**config.mk**
```make
export PLATFORM = sky130hd
export DESIGN_NAME = hkrlf_front
export DESIGN_NICKNAME = d
export VERILOG_FILES = /design/src/rtl/assert_macros.svh /design/src/rtl/hkrlf_pkg.sv /design/src/rtl/hkrlf_front.sv
export SDC_FILE = /design/constraint.sdc
export NUM_CORES = 1
export LEC_CHECK = 0
export BUFFER_PORTS_ARGS = -buffer_cell sky130_fd_sc_hd__buf_2
export CAP_MARGIN = 0
export CORE_MARGIN = 1.5
export CORE_UTILIZATION = 55
export CTS_CLUSTER_SIZE = 20
export DETAILED_ROUTE_END_ITERATION = 6
export GPL_TIMING_DRIVEN = 0
export PLACE_DENSITY = 0.75
export SYNTH_ARGS = -nofsm -noshare
export SYNTH_HDL_FRONTEND = slang
export SYNTH_SLANG_ARGS = --single-unit
```
**constraint.sdc**
```tcl
create_clock -name clk -period 16.65 [get_ports clk]
set_input_delay 0 -clock clk [delete_from_list [all_inputs] [get_ports clk]]
set_output_delay 0 -clock clk [all_outputs]
set_load 0.005 [all_outputs]
```
**src/rtl/assert_macros.svh**
```systemverilog
// ----------------------------------------------------------------------------
// Assertion macros
// Shared concurrent assertion forms for the rate limiter RTL.
// ----------------------------------------------------------------------------
`ifndef ASSERT_MACROS_SVH
`define ASSERT_MACROS_SVH

`ifndef NO_ASSERTIONS

// Implication or plain property, checked on every rising edge outside reset.
`define HKRLF_ASSERT(lbl, clk, rst_n, prop, msg) \
	lbl: assert property (@(posedge clk) disable iff (!rst_n) prop) else $error(msg);

// Condition that must never be true outside reset.
`define HKRLF_NEVER(lbl, clk, rst_n, cond, msg) \
	lbl: assert property (@(posedge clk) disable iff (!rst_n) !(cond)) else $error(msg);

`else

`define HKRLF_ASSERT(lbl, clk, rst_n, prop, msg)
`define HKRLF_NEVER(lbl, clk, rst_n, cond, msg)

`endif

`endif

```
**src/rtl/hkrlf_pkg.sv**
```systemverilog
// ----------------------------------------------------------------------------
// hkrlf_pkg
// Types and constants shared by the hashed key rate limit filter.
// ----------------------------------------------------------------------------
package hkrlf_pkg;

	localparam int unsigned KEY_W          = 32;
	localparam int unsigned TIME_W         = 32;
	localparam int unsigned INTERVAL_W     = 16;

	// Fibonacci hash multiplier and the number of product bits kept.
	localparam logic [KEY_W-1:0] HASH_MULT = 32'd2654435761;
	localparam int unsigned HASH_TOP_W     = 11;

	localparam int unsigned TABLE_ENTRIES_DEF = 2048;
	localparam logic [INTERVAL_W-1:0] MIN_INTERVAL_RST = 16'd1;

	// Depth of the queue between the front and back parts.
	localparam int unsigned QUEUE_DEPTH    = 2;

	typedef struct packed {
		logic [KEY_W-1:0]  key;
		logic [TIME_W-1:0] now_sec;
	} item_t;

	typedef enum logic [1:0] {
		ST_CLEAR,
		ST_IDLE,
		ST_DECIDE
	} back_state_t;

endpackage

```
**src/rtl/hkrlf_front.sv**
```systemverilog
// ----------------------------------------------------------------------------
// hkrlf_front
// Accepts items and computes their table slot in a three stage pipeline.
// ----------------------------------------------------------------------------
module hkrlf_front #(
	parameter int unsigned TABLE_ENTRIES = hkrlf_pkg::TABLE_ENTRIES_DEF,
	parameter int unsigned IDX_W         = (TABLE_ENTRIES > 1) ? $clog2(TABLE_ENTRIES) : 1
) (
	input  logic                clk,
	input  logic                arst_n,
	input  logic                accept_en,
	input  logic                in_valid,
	output logic                in_ready,
	input  hkrlf_pkg::item_t    in_item,
	output logic                push,
	input  logic                push_ready,
	output hkrlf_pkg::item_t    push_item,
	output logic [IDX_W-1:0]    push_slot
);

	localparam int unsigned TOP_W    = hkrlf_pkg::HASH_TOP_W;
	localparam int unsigned RECIP_SH = 2 * TOP_W;
	localparam int unsigned RECIP_W  = RECIP_SH + 1;
	localparam int unsigned QP_W     = TOP_W + RECIP_W;
	localparam int unsigned REM_W    = 2 * TOP_W + 1;
	// Rounded-up reciprocal; exact quotient for every value below 2^TOP_W.
	localparam logic [RECIP_W-1:0] RECIP =
		RECIP_W'(((64'd1 << RECIP_SH) + 64'(TABLE_ENTRIES) - 64'd1) / 64'(TABLE_ENTRIES));
	localparam logic [TOP_W:0] ENTRIES_C = (TOP_W + 1)'(TABLE_ENTRIES);

	logic                   adv;
	logic                   v_s1, v_s2, v_s3;
	hkrlf_pkg::item_t       item_s1, item_s2, item_s3;
	logic [TOP_W-1:0]       top_s1, top_s2;
	logic [TOP_W-1:0]       quo_s2;
	logic [IDX_W-1:0]       slot_s3;
	logic [hkrlf_pkg::KEY_W-1:0] prod;
	logic [QP_W-1:0]        qprod;
	logic [REM_W-1:0]       rem_full;

	// The whole pipeline holds when the last stage cannot move into the queue.
	assign adv      = !v_s3 || push_ready;
	assign in_ready = adv && accept_en;

	assign prod     = in_item.key * hkrlf_pkg::HASH_MULT;
	assign qprod    = QP_W'(top_s1) * QP_W'(RECIP);
	assign rem_full = REM_W'(top_s2) - REM_W'(quo_s2) * REM_W'(ENTRIES_C);

	always_ff @(posedge clk or negedge arst_n) begin
		if (!arst_n) begin
			v_s1 <= 1'b0;
			v_s2 <= 1'b0;
			v_s3 <= 1'b0;
		end else if (adv) begin
			v_s1 <= in_valid && in_ready;
			v_s2 <= v_s1;
			v_s3 <= v_s2;
		end
	end

	always_ff @(posedge clk) begin
		if (adv) begin
			item_s1 <= in_item;
			top_s1  <= prod[hkrlf_pkg::KEY_W-1 -: TOP_W];
			item_s2 <= item_s1;
			top_s2  <= top_s1;
			quo_s2  <= qprod[RECIP_SH +: TOP_W];
			item_s3 <= item_s2;
			slot_s3 <= rem_full[IDX_W-1:0];
		end
	end

	assign push      = v_s3 && push_ready;
	assign push_item = item_s3;
	assign push_slot = slot_s3;

endmodule

```
Yosys cells after proc, flatten, opt, wreduce, memory -nomap -nowiden
Cells that the tools add are included.
{"block": "totals", "regBits": 228, "inputBits": 69, "output_inout_bits": 77, "wordCells": 18}
{"block": "classes", "multipliers": 1, "n_reduce_logical": 5}
{"op": "32-bit by 32-bit multiplier with 32-bit output (second input constant)", "n": 1}
{"op": "1-bit logical AND", "n": 3}
{"op": "1-bit zero test", "n": 1}
{"op": "1-bit logical OR", "n": 1}

Longest topological paths before layout
Gate-level depths: netlist of run 1.
{"block": "depth", "depth_word": 4, "depth_mapped": 26, "mapped_depth_nobuf": 26}

Worst setup path after synthesis of run 1
No wires, ideal clock.
{"block": "synth_timing", "path_type": "flip-flop to flip-flop", "startpoint": "register v_s3", "endpoint": "register v_s2", "setup_ns": 0.094, "t_arrival_ns": 6.392, "required_time_ns": 16.556, "slack_ns": 10.165, "stages_incl_launch_ff": 3, "n_path_buf": 0, "synth_period_minus_slack_ns": 6.485, "cell_sequence": "dfrtp_1 -> nand2b_1 -> mux2_2"}
{"block": "synth_between", "elab_chain_len": 2}
{"element": "from (decl)", "line_no": "hkrlf_front.sv:32", "source": "logic v_s1, v_s2, v_s3;"}
{"element": "from (signal assigned)", "line_no": "hkrlf_front.sv:57", "source": "v_s3 <= v_s2;"}
{"element": "1-bit zero test", "line_no": "hkrlf_front.sv:42", "source": "assign adv = !v_s3 || push_ready;"}
{"element": "1-bit logical OR", "line_no": "hkrlf_front.sv:42"}
{"element": "to (signal assigned)", "line_no": "hkrlf_front.sv:56", "source": "v_s2 <= v_s1;"}
{"element": "to (decl)", "line_no": "hkrlf_front.sv:32"}
Every way passes these cells.
A chain may end at the register's enable or synchronous reset.

Worst setup path in the final report of run 1
{"block": "layout_timing", "startpoint": "input in_item[36] in the netlist's numbering", "endpoint": "register top_s1[10] (data pin)"}
{"block": "layout_between", "elab_chain_len": 1}
{"element": "from (decl)", "line_no": "hkrlf_front.sv:14", "source": "input hkrlf_pkg::item_t in_item,"}
{"element": "32-bit by 32-bit multiplier with 32-bit output", "line_no": "hkrlf_front.sv:45", "source": "assign prod = in_item.key * hkrlf_pkg::HASH_MULT;"}
{"element": "named net prod, one bit", "line_no": "hkrlf_front.sv:37", "source": "logic [hkrlf_pkg::KEY_W-1:0] prod;"}
{"element": "to (signal assigned)", "line_no": "hkrlf_front.sv:64", "source": "top_s1 <= prod[hkrlf_pkg::KEY_W-1 -: TOP_W];"}
{"element": "to (decl)", "line_no": "hkrlf_front.sv:34", "source": "logic [TOP_W-1:0] top_s1, top_s2;"}
The timed path passes the listed nets, and every way through them passes these cells.

==> metrics.yaml, run 1 <==
clock_tree:
  cts-htree-levels: 1
  clk_latency_ns: 0.51
  cts_buffers: 22
  post_cts_buffers: 0
  clk_pin_slew_ns: 0.06
  cts.path.max_buffers: 3
  cts_tree: "built"
  cts_sinks: 228
  root_buffer: "clkbuf_16"
yosys:
  synth_top_family_by_area: "adder cells"
  postSynthCellCount: 1057
  ys_types: 35
  synth_xor_area_frac: 0.0275
  syn-cell-area_mm2: 0.0153
  synthAdderAreaFrac: 0.417
  synth_compound_area_frac: 0.0148
  postSynthAreaPerCell_um2: 14.4
  synth_area_leader_cell: "edfxtp_1"
  yosys.area_share.simple: 0.00893
  yosysSeqAreaShare: 0.447
  synth_nets: 1513
  muxShareOfSynthArea: 0.000737
  synth.ff_latch_count: 228
  synth_area_leaders: "edfxtp_1 44%, fa_1 27%, ha_1 15%"
  ys_warn_count: 0
  synth.top_cell.area_share: 0.442
critical_path:
  worstReg2RegEnd: "v_s1"
  r2r-start: "v_s3"
  ff2ff_setup_slack_ns: 14.79
  worstSetupPathType: "in -> reg"
  required_ns: 16.88
  crit_path_end_kind: "flop"
  reg2regPathDepth: 5
  path_max_fanout: 10
  critical_path_arrival_ns: 7.37
  startpoint_type: "primary input"
place:
  gp_congestion: 0.889
  portBuffers: 145
  dp_hpwl_mm: 22.0
  place_inst: 1577
  place_area_mm2: 0.0166
timing:
  skew_ns: 0.0163
  worst_pin_slew_ns: 0.478
  period_needed_ns: 7.14
  slew_headroom: 0.681
  finalHoldViolCount: 0
  rsz0062_at_grt: "false"
  fmax_ghz: 0.140
  tns_ns: 0
  fin_crit_sh: 0.429
  finalSetupViolCount: 0
  drv_slew: 0
global_route:
  grt_pass1_vias: 8673
  grt_max_degree: 75
  antenna_found_initial: 0
  grt_pass1_wl_mm: 45.8
  grt_usage: 0.212
  overflow: 0
cells_and_area:
  area_growth_pct: 17.4
  drive_above_1_share: 0.146
  design_area_mm2: 0.0179
  diodes: 0
  finalNetCount: 1752
  final_cell_count_no_fill: 1683
run:
  drv_cap: 0
drt:
  drt-pass1-iter-count: 4
  totalWireLength_mm: 28.4
  vias_per_cell: 4.77
  num_vias: 8036
  drt_iter0_drc: 437
  wire_per_inst_um: 16.9
  drcViolationCount: 0
  drtAntennaViolNets: 0
min_path:
  min_path_type: "in -> reg"
  min_from: "in_item[32]"
  whs_endpoint: "item_s1[32]"
  hold_depth: 1
floorplanning:
  io_pins: 146
  initial_utilization: 0.564
  num_rows: 60
  die_w_um: 170
  die_h_um: 170
  fp.coreArea_mm2: 0.0271
  die_area_mm2: 0.0288
status:
  status: "completed"
[timing repair]
action                     CTS  global route
gates resized for setup      0             0
hold buffers                67             0
setup endpoints to repair    0             0
hold endpoints to repair    67             0
[state kept, by name, summed over array words and instances, names as in the netlist]
name and flops:
item_s1 64, item_s2 64, push_item 64, push_slot 11, top_s1 11, top_s2 11, v_s1 1, v_s2 1
v_s3 1
[layout by cell type, fill, tap and decap left out, types with 2 or more instances in the layout]
master,count
xor2_1,7
and2_1,2
nor2_1,4
clkbuf_1,4
inv_6,2
a21o_1,3
ha_1,184
xnor2_1,41
nand2b_1,2
nand2_1,6
edfxtp_1,225
o21ai_0,4
clkbuf_16,23
clkinv_1,5
bufinv_16,2
fa_1,203
a21oi_1,7
dfrtp_1,3
buf_2,145
nor3_1,2
nand3_1,3
clkinv_2,3
dlygate4sd3_1,67
inv_1,341
buf_16,3
[critical path: stages]
cell and delay, ns:
dlygate4sd3_1 0.53, buf_2 0.33, inv_1 0.21, fa_1 0.58, inv_1 0.05, fa_1 0.39, fa_1 0.50, inv_1 0.05
fa_1 0.47, inv_1 0.05, fa_1 0.49, inv_1 0.05, fa_1 0.55, inv_1 0.05, fa_1 0.48, inv_1 0.06
fa_1 0.48, inv_1 0.04, ha_1 0.30, and3_2 0.18, o21ai_0 0.28, a21oi_1 0.17, nor2_4 0.18, a31oi_4 0.15
a41oi_4 0.33, o21ai_2 0.11, a31oi_2 0.19, xnor2_1 0.09
[per-layer routing]
metal | GRT usage | vias to the layer above | part of all wire
met1 | 0.287 | 4011 | 0.44
met4 | 0.0550 | 0 | 0.022
met3 | 0.0261 | 36 | 0.042
met2 | 0.365 | 187 | 0.50
li1 | - | 3802 | -
met5 | 0 | - | 0
[through the flow]
stage / hold WS (ns) / setup WS [ns] / utilization
after floorplan: -0.296 / 10.16 / -
after global placement: -0.204 / 8.39 / 0.607
after detailed placement: -0.199 / 9.61 / 0.611
after CTS: 0.0165 / 9.53 / 0.661
after global routing: 0.0163 / 9.16 / 0.661
final: 0.0160 / 9.51 / 0.661
[worst max-delay path by stage]
stage / start / to / slack [ns] / cells past startpoint
final: in_item[36] / top_s1[10] / 9.51 / 28
after floorplan: v_s3 / v_s2 / 10.16 / 2
after global placement: push_ready / v_s2 / 8.39 / 3
after global routing: in_item[36] / top_s1[10] / 9.16 / 28
after CTS: in_item[36] / top_s1[10] / 9.53 / 28
after detailed placement: in_item[36] / top_s1[10] / 9.61 / 27
[cell families (layout without fill, tap and decap cells)]
logic type	after synthesis	after routing
fa+ha+maj	387	387
buf+inv	341	595
flops	228	228
xor+xnor	48	48
compound gates	27	27
simple gates	25	25
mux	1	1
[synthesized netlist by cell type, drive strengths merged]
cell type,instances
nand4,1
o21bai,1
nor2,6
fa,203
edfxtp,225
nand3,3
a211o,1
xnor2,41
ha,184
o21ai,6
and2,2
nand2,6
a41oi,1
and3,1
a21o,4
mux2,1
a31o,1
inv,341
nand2b,3
xor2,7
nor3,2
a31oi,2
o21a,1
a21oi,7
a211oi,2
o2111ai,1
dfrtp,3
and4,1
[final cells by class]
type,count,area (µm²)
inverters,341,1280
multi-input cells,488,7170
clock buffers,27,591
clock inverters,12,111
repair buffers,215,1480
fillers,1981,9180
flip-flops and latches,228,6830
well taps,372,465
Power of run 1 is left out: the tool's default activity adds up to more than one toggle a clock period on the data nets, which glitch-free logic cannot reach.
==> inputs of run 2 (changes only) <==
==> constraint.sdc (replaced) <==
create_clock -name clk -period 7.2 [get_ports clk]
set_input_delay 0 -clock clk [delete_from_list [all_inputs] [get_ports clk]]
set_output_delay 0 -clock clk [all_outputs]
set_load 0.005 [all_outputs]
==> run 2 against run 1 <==
Global-route usage did not move. Cell area barely moved. Via count fell by 0.21%. First-iteration DRC count rose by 0.69%. Clock skew barely moved. Highest routed layer unchanged. Largest cell class unchanged.
==> metrics.yaml, run 2 (synthesized netlist as in run 1, its figures left out) <==
run:
  drv_cap: 0
cells_and_area:
  layout_commonest_cell: "inv_1"
  mostFrequentLayoutCells: "341 x inv_1, 225 x edfxtp_1, 203 x fa_1"
  area_growth_pct: 17.5
  drive_above_1_share: 0.146
  diodes: 0
  finalNetCount: 1752
floorplanning:
  fp.coreArea_mm2: 0.0271
  initial_utilization: 0.564
  die_w_um: 170
  num_rows: 60
  io_pins: 146
  die_area_mm2: 0.0288
  die_h_um: 170
timing:
  finalWorstSetupSlack_ns: 0.354
  worst_pin_slew_ns: 0.480
  fmax_ghz: 0.146
  finalHoldViolCount: 0
  period_needed_ns: 6.85
  slew_headroom: 0.680
  drv_slew: 0
  fin_crit_sh: 0.951
  finalSetupViolCount: 0
  rsz0062_at_grt: "false"
  skew_ns: 0.0161
global_route:
  grt_max_degree: 75
  grt_usage: 0.212
  grt_pass1_wl_mm: 45.8
  overflow: 0
  antenna_found_initial: 0
  grt_pass1_vias: 8673
drt:
  wire_per_inst_um: 16.8
  drcViolationCount: 0
  num_vias: 8019
  vias_per_cell: 4.76
  drt_iter0_drc: 440
  totalWireLength_mm: 28.3
  drt-pass1-iter-count: 4
  drtAntennaViolNets: 0
place:
  portBuffers: 145
  dp_hpwl_mm: 22.0
  gp_congestion: 0.889
  preCtsSetupSlack_ns: 0.156
critical_path:
  ff2ff_setup_slack_ns: 5.34
  critical_path_cell_count: 27
  worstSetupPathType: "in -> reg"
  cp-endpoint: "top_s1[10]"
  crit_buf_inv: 10
  startpoint_type: "primary input"
  reg2regPathDepth: 5
  worstReg2RegEnd: "v_s1"
  slowest_delay_ns: 0.55
  r2r-start: "v_s3"
  critical_path_arrival_ns: 7.08
  critPathTopFamily: "adder cells"
  crit_start: "in_item[38]"
  crit_path_end_kind: "flop"
  cp_slowest_cell: "fa_1"
  required_ns: 7.44
  path_max_fanout: 10
clock_tree:
  post_cts_buffers: 0
  root_buffer: "clkbuf_16"
  cts_tree: "built"
  cts.path.max_buffers: 3
  clk_latency_ns: 0.51
  cts_sinks: 228
  cts_buffers: 22
  cts-htree-levels: 1
  clk_pin_slew_ns: 0.06
status:
  status: "completed"
min_path:
  min_path_type: "in -> reg"
==> run 2: cell count changes in the layout (fill, tap and decap cells not counted), sizes merged <==
cell,change
clkbuf,+1
buf,-1
==> run 2: worst min-delay path by stage <==
stage	depth (start not counted)	start	slack, ns	endpoint
after floorplan	0	arst_n	-0.30	v_s1
after global placement	1	arst_n	-0.20	v_s1
after detailed placement	1	arst_n	-0.20	v_s1
after CTS	1	in_item[32]	0.02	item_s1[32]
after global routing	1	in_item[32]	0.02	item_s1[32]
final	1	in_item[32]	0.02	item_s1[32]
==> run 2: final cells by class <==
cell class                      count  area (µm²)
Tap cell                          372         465
Fill cell                        1977        9160
Timing Repair Buffer              215        1490
Inverter                          341        1280
Clock buffer                       27         591
Multi-Input combinational cell    488        7170
Sequential cell                   228        6830
Clock inverter                     12         111
==> run 2: per-stage QoR <==
step,hold WS [ns],instance area [µm²],setup TNS (ns),utilization,instances
6_report,0.0177,17900,0,0.662,1683
5_1_grt,0.0163,17900,0,0.662,1683
4_1_cts,0.0165,17900,0,0.661,1683
3_5_place_dp,-0.199,16600,0,0.611,1577
3_3_place_gp,-0.204,16500,-151.13,0.607,1574
2_1_floorplan,-0.296,15300,0,-,1057
==> run 2: what timing repair did <==
item / 4_1_cts / 5_1_grt
resized for setup: 0 / 7
hold buffers: 67 / 0
setup endpoints to repair: 0 / 5
hold endpoints to repair: 67 / 0
==> run 2: per-layer routing <==
layer | up-vias | GRT usage | wire, µm
met5 | - | 0 | 0
met1 | 3991 | 0.287 | 12300
met3 | 38 | 0.0261 | 1370
li1 | 3802 | - | -
met2 | 188 | 0.365 | 14100
met4 | 0 | 0.0550 | 630
Power of run 2 is left out for the same reason.
