`src/rtl/assert_macros.svh`:
```
// ----------------------------------------------------------------------------
// Assertion macros
// Shared concurrent assertion forms for the rate limiter RTL.
// ----------------------------------------------------------------------------
`ifndef ASSERT_MACROS_SVH
`define ASSERT_MACROS_SVH

`ifndef NO_ASSERTIONS

// Implication or plain property, checked on every rising edge outside reset.
`define HKRLF_ASSERT(lbl, clk, rst_n, prop, msg) \
	lbl: assert property (@(posedge clk) disable iff (!rst_n) prop) else $error(msg);

// Condition that must never be true outside reset.
`define HKRLF_NEVER(lbl, clk, rst_n, cond, msg) \
	lbl: assert property (@(posedge clk) disable iff (!rst_n) !(cond)) else $error(msg);

`else

`define HKRLF_ASSERT(lbl, clk, rst_n, prop, msg)
`define HKRLF_NEVER(lbl, clk, rst_n, cond, msg)

`endif

`endif

```
`src/rtl/hkrlf_pkg.sv`:
```
// ----------------------------------------------------------------------------
// hkrlf_pkg
// Types and constants shared by the hashed key rate limit filter.
// ----------------------------------------------------------------------------
package hkrlf_pkg;

	localparam int unsigned KEY_W          = 32;
	localparam int unsigned TIME_W         = 32;
	localparam int unsigned INTERVAL_W     = 16;

	// Fibonacci hash multiplier and the number of product bits kept.
	localparam logic [KEY_W-1:0] HASH_MULT = 32'd2654435761;
	localparam int unsigned HASH_TOP_W     = 11;

	localparam int unsigned TABLE_ENTRIES_DEF = 2048;
	localparam logic [INTERVAL_W-1:0] MIN_INTERVAL_RST = 16'd1;

	// Depth of the queue between the front and back parts.
	localparam int unsigned QUEUE_DEPTH    = 2;

	typedef struct packed {
		logic [KEY_W-1:0]  key;
		logic [TIME_W-1:0] now_sec;
	} item_t;

	typedef enum logic [1:0] {
		ST_CLEAR,
		ST_IDLE,
		ST_DECIDE
	} back_state_t;

endpackage

```
`src/rtl/hkrlf_fifo.sv`:
```
// ----------------------------------------------------------------------------
// hkrlf_fifo
// Short register queue that decouples the front and back parts.
// ----------------------------------------------------------------------------
`include "assert_macros.svh"

module hkrlf_fifo #(
	parameter int unsigned DATA_W = 64
) (
	input  logic              clk,
	input  logic              arst_n,
	input  logic              wr_en,
	input  logic [DATA_W-1:0] wr_data,
	output logic              not_full,
	output logic              not_empty,
	input  logic              rd_en,
	output logic [DATA_W-1:0] rd_data
);

	localparam int unsigned DEPTH = hkrlf_pkg::QUEUE_DEPTH;
	localparam int unsigned PTR_W = (DEPTH > 1) ? $clog2(DEPTH) : 1;
	localparam int unsigned CNT_W = $clog2(DEPTH + 1);
	localparam logic [CNT_W-1:0] FULL_C = CNT_W'(DEPTH);
	localparam logic [PTR_W-1:0] LAST_C = PTR_W'(DEPTH - 1);

	logic [DATA_W-1:0] slots_q [DEPTH];
	logic [PTR_W-1:0]  wr_ptr_q, rd_ptr_q;
	logic [CNT_W-1:0]  count_q;
	logic              do_wr, do_rd;

	assign not_full  = count_q != FULL_C;
	assign not_empty = count_q != '0;
	assign do_wr     = wr_en && not_full;
	assign do_rd     = rd_en && not_empty;
	assign rd_data   = slots_q[rd_ptr_q];

	always_ff @(posedge clk or negedge arst_n) begin
		if (!arst_n) begin
			wr_ptr_q <= '0;
			rd_ptr_q <= '0;
			count_q  <= '0;
		end else begin
			if (do_wr) begin
				wr_ptr_q <= (wr_ptr_q == LAST_C) ? '0 : wr_ptr_q + 1'b1;
			end
			if (do_rd) begin
				rd_ptr_q <= (rd_ptr_q == LAST_C) ? '0 : rd_ptr_q + 1'b1;
			end
			if (do_wr && !do_rd) begin
				count_q <= count_q + 1'b1;
			end else if (do_rd && !do_wr) begin
				count_q <= count_q - 1'b1;
			end
		end
	end

	always_ff @(posedge clk) begin
		if (do_wr) begin
			slots_q[wr_ptr_q] <= wr_data;
		end
	end

	`HKRLF_NEVER(a_no_push_when_full, clk, arst_n, wr_en && !not_full, "push into full queue")
	`HKRLF_NEVER(a_count_in_range, clk, arst_n, count_q > FULL_C, "queue count out of range")

endmodule

```
`config.mk`:
```
export PLATFORM = sky130hd
export DESIGN_NAME = hkrlf_fifo
export DESIGN_NICKNAME = d
export VERILOG_FILES = /design/src/rtl/hkrlf_pkg.sv /design/src/rtl/hkrlf_fifo.sv
export VERILOG_INCLUDE_DIRS = /design/src /design/src/rtl
export SDC_FILE = /design/constraint.sdc
export NUM_CORES = 1
export LEC_CHECK = 0
export ABC_AREA = 0
export BUFFER_PORTS_ARGS = -buffer_cell sky130_fd_sc_hd__buf_4
export CORE_MARGIN = 2
export CORE_UTILIZATION = 47
export CTS_CLUSTER_DIAMETER = 100
export CTS_CLUSTER_SIZE = 24
export DETAILED_ROUTE_END_ITERATION = 8
export PLACE_DENSITY = 0.75
export RECOVER_POWER = 25
export SYNTH_ARGS = -nofsm -noshare
export SYNTH_HDL_FRONTEND = slang
export SYNTH_SLANG_ARGS = --single-unit
```
`constraint.sdc`:
```
create_clock -name clk -period 3.88 [get_ports clk]
set_input_delay 0.776 -clock clk [delete_from_list [all_inputs] [get_ports clk]]
set_output_delay 0.776 -clock clk [all_outputs]
set_load 0.1 [all_outputs]
```
== After elaboration in Yosys (flattened, before gate mapping) ==
Memories as Yosys holds them, arrays and structs flattened.
Index checks and enable logic that the tools add are counted.

* RAM bits: 128
* Bits in registers: 4
* Output and inout bits: 66
* Bits of input ports: 68
* Memories: 1

{| class="wikitable"
|+ Memory list
! memory !! depth !! width !! rd ports !! clocked after Yosys merged registers in !! write ports !! line !! text
|-
| slots_q || 2 || 64 || 1 || 0 || 1 || hkrlf_fifo.sv:26 || <nowiki>logic [DATA_W-1:0] slots_q [DEPTH];</nowiki>
|}

* Reduce and logical (&&, ||, !) cells: 8
* $add $sub $neg: 4
* Eq/ne operators: 1
* Mux-type cells: 6

{| class="wikitable"
|+ Operator list
! kind !! number
|-
| $logic_and A1 B1 Y1 || 4
|-
| $mux W1 || 4
|-
| $mux W2 || 2
|-
| $reduce_bool A2 Y1 || 2
|-
| $add A1 B1 Y1 const B || 2
|-
| $add A2 B1 Y2 const B || 1
|-
| $logic_not A1 Y1 || 2
|-
| $ne A2 B2 Y1 const B || 1
|-
| $sub A2 B1 Y2 const B || 1
|}

== Logic depth before layout (Yosys ltp) ==
Gate-level depths: netlist of run 1.

* Depth in word-level cells: 6
* Mapped depth: 7

== Worst setup path before layout of run 1 ==
No wires, ideal clock.

* Path kind: register to register
* Start: register count_q[0]
* End: memory slots_q[0][0], enable pin
* Cell stages (with the launch flop): 4
* Path slack: -0.773 ns
* Library setup time: 0.487 ns
* Period minus slack after synthesis: 4.653 ns
* Data required time: 3.393 ns
* Data arrival time: 4.166 ns
* Path buffers: 0
* Cells stage by stage: dfrtp_1 > nand2b_1 > nand2_1 > nor2_1

* Cells in the longest elaborated chain, start to end: 4

{| class="wikitable"
|+ Ends and longest elaborated chain
! item !! line !! text
|-
| start: declaration || hkrlf_fifo.sv:28 || <nowiki>logic [CNT_W-1:0] count_q;</nowiki>
|-
| start signal: assignment || hkrlf_fifo.sv:50 || <nowiki>count_q <= count_q + 1'b1;</nowiki>
|-
| start signal: assignment || hkrlf_fifo.sv:52 || <nowiki>count_q <= count_q - 1'b1;</nowiki>
|-
| $ne A2 B2 Y1 || hkrlf_fifo.sv:31 || <nowiki>assign not_full = count_q != FULL_C;</nowiki>
|-
| named net not_full || hkrlf_fifo.sv:14 || <nowiki>output logic not_full,</nowiki>
|-
| $logic_and A1 B1 Y1 || hkrlf_fifo.sv:33 || <nowiki>assign do_wr = wr_en && not_full;</nowiki>
|-
| $mux W1 || hkrlf_fifo.sv:58 || <nowiki>if (do_wr) begin</nowiki>
|-
| $mux W1 (not written as such) || hkrlf_fifo.sv:59 || <nowiki>slots_q[wr_ptr_q] <= wr_data;</nowiki>
|-
| end: declaration || hkrlf_fifo.sv:26 ||
|}

The timed path passes the listed nets, and every way through them passes these cells.

== Final worst setup path of run 1 ==
* Start: register rd_ptr_q
* End: output port rd_data[49]

* Cells in the longest elaborated chain, start to end: 1

{| class="wikitable"
|+ Ends and longest elaborated chain
! item !! line !! text
|-
| start: declaration || hkrlf_fifo.sv:27 || <nowiki>logic [PTR_W-1:0] wr_ptr_q, rd_ptr_q;</nowiki>
|-
| start signal: assignment || hkrlf_fifo.sv:47 || <nowiki>rd_ptr_q <= (rd_ptr_q == LAST_C) ? '0 : rd_ptr_q + 1'b1;</nowiki>
|-
| $mem_v2 Z2 W64 || -- ||
|-
| end: declaration || hkrlf_fifo.sv:17 || <nowiki>output logic [DATA_W-1:0] rd_data</nowiki>
|}

Every way passes these cells.

==> impl_results.md, run 1 <==
- Status: complete, no violations
- Simple-gate share of the synthesized area: 0.6731%
- Non-filler cells, final: 514
- Clk_lat worst skew: 0.49 ns
- Mean Syn Cell Area: 23.13 µm²
- Longest Clk Path Bufs: 2
- ANT nets after route: 0
- Worst Max-Slew Pin Slew: 0.8795 ns
- Seq/Total Area, Yosys: 78.58%
- DR vias: 2,462
- WS Path Type: reg2out
- Fillers: 716
- Global route total overflow: 0
- Slew headroom: 41.23%
- Arrival @ worst endpoint: 2.22 ns
- Compound-Gate Fraction of Synth Area: 0%
- Netlist cell types: 15
- Syn-to-layout area delta: 33.41%
- Die span in x: 107.3 µm
- Largest family of logic cells by synthesized area: multiplexers
- # Post-CTS Setup Buffers: 0
- Die area: 11,520 µm²
- Critical Path Start Type: register
- Critical path peak fanout: 40
- Fin crit period: 2.994 ns
- Setup violators final: 0
- Metal2 WL: 4499 µm
- Row Count: 37
- Avg WL per Cell: 16.16 µm
- Clock sinks: 132
- Pre-CTS WS: 1.382 ns
- Layout cell share with drive strength beyond 1: 59.26%
- Ant diodes: 0
- Synth Area in XOR/XNOR: 0.8726%
- Synth Net Count: 286
- First-pass GRT wire length: 12,200 µm
- Max-Cap Viols: 0
- Crit path capture type: output port
- Clock Root Buffer: clkbuf_8
- Chip Height: 107.3 µm
- CTS tree: yes
- Final TNS setup: 0 ns
- Mean number of vias per cell: 4.790
- Unrepaired setup endpoints after global routing: no
- H-Tree Depth: 4
- Synth Instances: 217
- Initial antenna violation count: 0
- Slew Limit Fails: 0
- Initial core utilization: 48.61%
- CTS clk-pin slew, worst paths: 0.05 ns
- Met1 WL: 3212 µm
- Post-route clock period utilization: 77.17%
- I/O pin count: 134
- Yosys warnings: 0
- Cts hold-fix bufs: 0
- HP Class: in2async
- Worst Path Required: 3.10 ns
- Vias in the first global route: 2,506
- Placed cells: 482
- Core box area: 10,320 µm²
- Mapped Area: 5019 µm²
- Routability cong.: 0.7052
- DR pass1 iterations: 4
- Metal3 WL: 508 µm
- Dpl hpwl: 5556 µm
- Initial drt markers: 99
- Final Hold Viols: 0
- Pin count of the biggest net entering global routing: 41
- Clock Skew: 0.007227 ns
- Yosys reg bits: 132
- # port buffers: 133
- Adder-cell share of the synthesized area: 0.2493%
- CTS resizes: 0
- Final worst slack: 0.8857 ns
- Final WL: 8305 µm
- Maximum clock frequency: 0.3340 GHz
- Mux contribution to synthesized area: 18.10%
- CTS buffer count: 17
- Final net count: 434
- DRC: 0
- Gr usage total: 14.50%
- Max Used Layer: met4
==> metal layers <==
layer	global-route usage [%]	up-vias
met3	4.177	6
li1	-	1154
met1	16.15	1215
met5	0	-
met2	25.81	87
met4	6.319	0
==> worst max-delay path, cell delays in order (launching register included) <==
cell	delay, ns
dfrtp_4	0.71
buf_12	0.33
mux2_2	0.39
buf_4	0.23
==> final cells by class <==
class	instances	area, µm²	area share [%]
Inverter	1	3.754	0.05606
Clock buffer	26	467.9	6.989
Timing Repair Buffer	136	1044	15.59
Clock inverter	6	55.05	0.8223
Sequential cell	132	3948	58.96
Tap cell	136	170.2	2.542
Multi-Input combinational cell	77	1007	15.04
==> worst paths after layout <==
kind / from / to / slack [ns] / cells after the start
max in group asynchronous: arst_n / rd_ptr_q$_DFFE_PN0P_ / 3.55 / 1
min in group clk: wr_data[36] / slots_q[0][36]$_DFFE_PP_ / 0.47 / 1
worst max-delay path: rd_ptr_q$_DFFE_PN0P_ / rd_data[49] / 0.89 / 3
worst max register to register: count_q[0]$_DFFE_PN0P_ / slots_q[0][15]$_DFFE_PP_ / 1.77 / 4
worst min-delay path: arst_n / count_q[0]$_DFFE_PN0P_ / 0.11 / 1
worst min register to register: count_q[1]$_DFFE_PN0P_ / count_q[1]$_DFFE_PN0P_ / 0.50 / 1
==> synth_stat cells <==
cell type  count  area [µm²]
and3_1         1       6.260
buf_2          1       5.000
buf_6          6       67.56
dfrtp_1        4       100.1
edfxtp_1     128        3844
ha_1           1       12.51
inv_1          1       3.750
mux2_2        14       157.7
mux2_4        50       750.7
nand2_1        2       7.510
nand2b_1       1       6.260
nor2_1         2       7.510
or2_1          1       6.260
xnor2_1        3       26.28
xor2_1         2       17.52
==> state kept, by name, indices dropped and copies added (netlist names) <==
| register | cells |
|---|---|
| count_q | 2 |
| rd_ptr_q | 1 |
| slots_q | 128 |
| wr_ptr_q | 1 |
==> metrics by stage <==
| stage | hold slack, ns | utilization (%) | area, µm² |
|---|---|---|---|
| after floorplan | 0.4564 | - | 5021 |
| after global placement | 0.4742 | 59.93 | 6187 |
| after detailed placement | 0.4838 | 59.93 | 6187 |
| after CTS | 0.03912 | 65.00 | 6710 |
| after global routing | 0.08893 | 64.85 | 6695 |
| final | 0.1089 | 64.85 | 6695 |
==> placed cells by master, fill, tap and decap left out <==
cell type  Yosys  layout
dfrtp_1        4       3
nand2_1        2       2
or2_1          1       1
buf_12         0       3
and3_2         0       1
mux2_2        14      14
xnor2_1        3       3
nor2_4         0       1
xor2_1         2       2
inv_1          1       1
bufinv_16      0       1
clkbuf_16      0      16
ha_1           1       1
clkbuf_1       0      11
edfxtp_1     128     128
nand2b_1       1       1
clkinv_2       0       5
buf_4          0      91
clkbuf_4       0      38
mux2_4        50      50
nor2_1         2       1
dfrtp_4        0       1
clkbuf_8       0       3
==> kinds of logic (layout without fill, tap and decap cells) <==
kind of cell / after synthesis / count (layout)
adder cells (fa/ha/maj): 1 / 1
XOR/XNOR: 5 / 5
AND/OR/NAND/NOR: 7 / 7
multiplexers: 64 / 64
flip-flops: 132 / 132
buffers and inverters: 8 / 169
Power of run 1 is left out: the tool's default activity adds up to more than one toggle a clock period on the data nets, which glitch-free logic cannot reach.
==> inputs of run 2 (changes only) <==
Clock period 3.88 ns to 2.5 ns, I/O delays scaled along.
==> impl_results.md, run 2 (synthesis gave the netlist of run 1 again) <==
- Status: complete, no violations
- DR pass1 iterations: 4
- Worst path slowest cell: dfrtp_4
- Final TNS setup: 0 ns
- Chip Height: 107.3 µm
- Pin count of the biggest net entering global routing: 42
- Critical path peak fanout: 28
- First-pass GRT wire length: 13,010 µm
- H-Tree Depth: 4
- Core box area: 10,320 µm²
- Row Count: 37
- Mean number of vias per cell: 4.813
- Die span in x: 107.3 µm
- CTS buffer count: 17
- Worst Hold Depth: 1
- Fin crit period: 2.349 ns
- CTS clk-pin slew, worst paths: 0.06 ns
- Gr usage total: 15.66%
- Max reg flops: 128
- Multi-input gate area: 1015 µm²
- Dpl hpwl: 5641 µm
- Unrepaired setup endpoints after global routing: no
- Most frequent cells in the layout: edfxtp_1, buf_4, mux2_4, clkbuf_4, clkbuf_16
- Final net count: 440
- Final Hold Viols: 0
- Commonest non-fill, non-tap cell in the layout: edfxtp_1
- Syn-to-layout area delta: 36.45%
- Longest Clk Path Bufs: 2
- Maximum clock frequency: 0.4258 GHz
- Max-Cap Viols: 0
- Largest reg by FF count: slots_q
- Setup violators final: 0
- CTS tree: yes
- Final WL: 8671 µm
- I/O pin count: 134
- Cell Chain, Critical Path: buf_12, mux2_2, buf_4
- # port buffers: 133
- Initial antenna violation count: 0
- DRC: 0
- Top Registers: slots_q: 128 flops, count_q: 2 flops
- Initial drt markers: 101
- Die area: 11,520 µm²
- Avg WL per Cell: 16.68 µm
- Seq. cell area: 3948 µm²
- Arrival @ worst endpoint: 1.85 ns
- Reg2reg path depth: 4
- Slew Limit Fails: 0
- Clk_lat worst skew: 0.51 ns
- Critical Path Start Type: register
- Clock sinks: 132
- Crit path capture type: output port
- Fillers: 698
- Initial core utilization: 48.61%
- WS Path Type: reg2out
- Global route total overflow: 0
- Vias in the first global route: 2,592
- DR vias: 2,503
- Layout cell share with drive strength beyond 1: 61.20%
- Slew headroom: 61.45%
- Routability cong.: 0.6669
- ANT nets after route: 0
- Worst Max-Slew Pin Slew: 0.5782 ns
- Clock Root Buffer: clkbuf_8
- HP Class: in2reg
- Post-route clock period utilization: 93.94%
- Ant diodes: 0
- Worst Path Required: 2.00 ns
- Crit-path max cell delay: 0.47 ns
- Clock Skew: 0.01202 ns
## run 2: cell types whose count changed in the layout (fill, tap and decap cells not counted), moves of 2 or more
cell | previous run | this run
clkinvlp_4 | 0 | 2
clkinv_1 | 0 | 4
bufinv_16 | 1 | 5
buf_4 | 91 | 96
clkinv_4 | 0 | 2
clkbuf_1 | 11 | 2
clkinv_2 | 5 | 1
clkbuf_4 | 38 | 41
clkbuf_8 | 3 | 1
## run 2: critical path, delay by kind of cell (launching register included)
family / cells / cell delay, ns
buf+inv: 2 / 0.48
flops: 1 / 0.47
mux: 1 / 0.38
## run 2: area by class of cell
type                    instances  share of cell area, %
clock buffers                  17                  6.048
well taps                     136                  2.485
clock inverters                15                  3.088
inverters                       1                0.05481
multi-input cells              77                  14.82
flip-flops and latches        132                  57.65
repair buffers                142                  15.86
## run 2: path summary, 6_finish.rpt
path / start / endpoint / slack, ns
worst max-delay path: rd_ptr_q$_DFFE_PN0P_ / rd_data[35] / 0.15
worst min-delay path: wr_data[25] / slots_q[1][25]$_DFFE_PP_ / 0.17
worst max register to register: count_q[0]$_DFFE_PN0P_ / slots_q[0][8]$_DFFE_PP_ / 0.80
worst min register to register: count_q[0]$_DFFE_PN0P_ / count_q[0]$_DFFE_PN0P_ / 0.55
max in group asynchronous: arst_n / rd_ptr_q$_DFFE_PN0P_ / 2.06
min in group asynchronous: arst_n / rd_ptr_q$_DFFE_PN0P_ / 0.33
## run 2: what timing repair did
item                       4_1_cts  5_1_grt
hold buffers                     1        0
gates resized for setup          0        0
buffers inserted                 2        0
setup endpoints to repair       31        0
hold endpoints to repair         4        0
## run 2: through the flow
step	area, µm²	cells	hold slack [ns]	setup WS, ns	utilization [%]
2_1_floorplan	5035	217	0.2044	0.1833	-
3_3_place_gp	6205	485	0.3026	0.5045	60.10
3_5_place_dp	6205	485	0.3044	0.4882	60.10
4_1_cts	6855	520	0.1442	0.1324	66.40
5_1_grt	6848	520	0.1489	0.09177	66.33
6_report	6848	520	0.1739	0.1514	66.33
## run 2: per-layer routing
| layer | global-route usage [%] | vias to the layer above | wire length (µm) |
|---|---|---|---|
| li1 | - | 1178 | - |
| met1 | 18.02 | 1223 | 3535 |
| met2 | 25.59 | 94 | 4344 |
| met3 | 5.993 | 8 | 670 |
| met4 | 7.967 | 0 | 120 |
| met5 | 0 | - | 0 |
Power of run 2 is left out for the same reason.
==> inputs of run 3 (changes only) <==
--- a/config.mk
+++ b/config.mk
@@ -10,4 +10,6 @@
 export BUFFER_PORTS_ARGS = -buffer_cell sky130_fd_sc_hd__buf_4
+export CELL_PAD_IN_SITES_DETAIL_PLACEMENT = 0
+export CELL_PAD_IN_SITES_GLOBAL_PLACEMENT = 1
 export CORE_MARGIN = 2
-export CORE_UTILIZATION = 47
+export CORE_UTILIZATION = 40
 export CTS_CLUSTER_DIAMETER = 100
@@ -15,3 +17,3 @@
 export DETAILED_ROUTE_END_ITERATION = 8
-export PLACE_DENSITY = 0.75
+export PLACE_DENSITY_LB_ADDON = 0.1
 export RECOVER_POWER = 25
==> constraint.sdc (replaced) <==
create_clock -name clk -period 2.5 [get_ports clk]
set_input_delay 0.375 -clock clk [delete_from_list [all_inputs] [get_ports clk]]
set_output_delay 0.375 -clock clk [all_outputs]
set_load 0.1 [all_outputs]
==> impl_results.md, run 3 (synthesis gave the netlist of run 1 again) <==
- Critical path peak fanout: 21
- CTS buffer count: 17
- CTS tree: yes
- Top Registers: slots_q: 128 flops, count_q: 2 flops
- Maximum clock frequency: 0.4272 GHz
- Final TNS setup: 0 ns
- # port buffers: 133
- Top delay family on crit path: flip-flops
- H-Tree Depth: 4
- Crit path capture type: output port
- Ant diodes: 0
- Dpl hpwl: 5993 µm
- Final WL: 8951 µm
- Longest Clk Path Bufs: 2
- Routability cong.: 0.7121
- Crit-path max cell delay: 0.66 ns
- Commonest non-fill, non-tap cell in the layout: edfxtp_1
- WS Path Type: reg2out
- ANT nets after route: 0
- Core box area: 12,110 µm²
- Initial drt markers: 122
- Worst path slowest cell: dfrtp_4
- # Post-CTS Setup Buffers: 0
- Unrepaired setup endpoints after global routing: no
- Fin crit period: 2.341 ns
- Final Hold Viols: 0
- Syn-to-layout area delta: 38.19%
- DR vias: 2,477
- Max reg flops: 128
- Pin count of the biggest net entering global routing: 45
- First-pass GRT wire length: 13,310 µm
- Tightest hold margin: 0.1477 ns
- Cts hold-fix bufs: 1
- Post-route design area: 6935 µm²
- Initial antenna violation count: 0
- Setup violators final: 0
- Die span in x: 116.0 µm
- Placed Area: 6290 µm²
- CTS resizes: 0
- Clock Skew: 0.005724 ns
- Initial core utilization: 41.44%
- Gr usage total: 14.06%
- Mean number of vias per cell: 4.495
- Clock Root Buffer: clkbuf_16
- Cell Chain, Critical Path: buf_4, mux2_2, buf_4
- Post-route clock period utilization: 93.62%
- Largest reg by FF count: slots_q
- Worst Path Required: 2.12 ns
- Worst Max-Slew Pin Slew: 0.4906 ns
- Die area: 13,460 µm²
- DR pass1 iterations: 4
- Vias in the first global route: 2,626
- Chip Height: 116.0 µm
- Arrival @ worst endpoint: 1.97 ns
- Slew headroom: 67.30%
- Cell mode on critical path: buf_4
- DRC: 0
- Row Count: 40
- Avg WL per Cell: 16.25 µm
- Critical Path Start Type: register
- Status: complete, no violations
- Final net count: 439
- I/O pin count: 134
- CP Buf/Inv Count: 2
- Most frequent cells in the layout: edfxtp_1, buf_4, mux2_4, clkbuf_4, clkbuf_16
- Slew Limit Fails: 0
- Clk_lat worst skew: 0.41 ns
- Clock sinks: 132
- Global route total overflow: 0
- Max-Cap Viols: 0
- Layout cell share with drive strength beyond 1: 60.57%
- HP Class: in2reg
- CTS clk-pin slew, worst paths: 0.05 ns
-- run 3: final timing paths --
check / startpoint / end / slack (ns) / cells past startpoint
setup / recovery: rd_ptr_q$_DFFE_PN0P_ / rd_data[40] / 0.16 / 3
hold / removal: wr_data[21] / slots_q[1][21]$_DFFE_PP_ / 0.15 / 1
setup reg to reg: count_q[0]$_DFFE_PN0P_ / slots_q[1][27]$_DFFE_PP_ / 0.83 / 3
hold reg to reg: count_q[0]$_DFFE_PN0P_ / count_q[0]$_DFFE_PN0P_ / 0.54 / 1
max in group asynchronous: arst_n / rd_ptr_q$_DFFE_PN0P_ / 2.08 / 2
min in group asynchronous: arst_n / count_q[1]$_DFFE_PN0P_ / 0.30 / 2
-- run 3: worst reg2reg max path, stage by stage, from the launching register on --
cell and delay [ns]:
dfrtp_1 0.41, nand2b_4 0.16, and3_2 0.51, buf_12 0.28
-- run 3: area by class of cell --
type / count / area (µm²)
Clock inverter: 11 / 206.4
Fill cell: 969 / 5176
Inverter: 1 / 3.754
Tap cell: 168 / 210.2
Multi-Input combinational cell: 77 / 1015
Sequential cell: 132 / 3948
Timing Repair Buffer: 141 / 1112
Clock buffer: 21 / 440.4
-- run 3: per-stage QoR --
stage                     util, %  std cells  setup WS [ns]
after floorplan                 -        217         0.1833
after global placement      51.93        518         0.5949
final                       57.26        551         0.1594
after detailed placement    51.93        518         0.5756
after CTS                   57.36        551         0.1234
after global routing        57.26        551        0.07137
-- run 3: layer usage --
layer / vias to the layer above / track usage, % / wire, µm
met4: 0 / 8.571 / 258
li1: 1164 / - / -
met1: 1208 / 14.61 / 3417
met5: - / 0 / 0
met2: 88 / 23.74 / 4738
met3: 17 / 5.858 / 537
Power of run 3 is left out for the same reason.
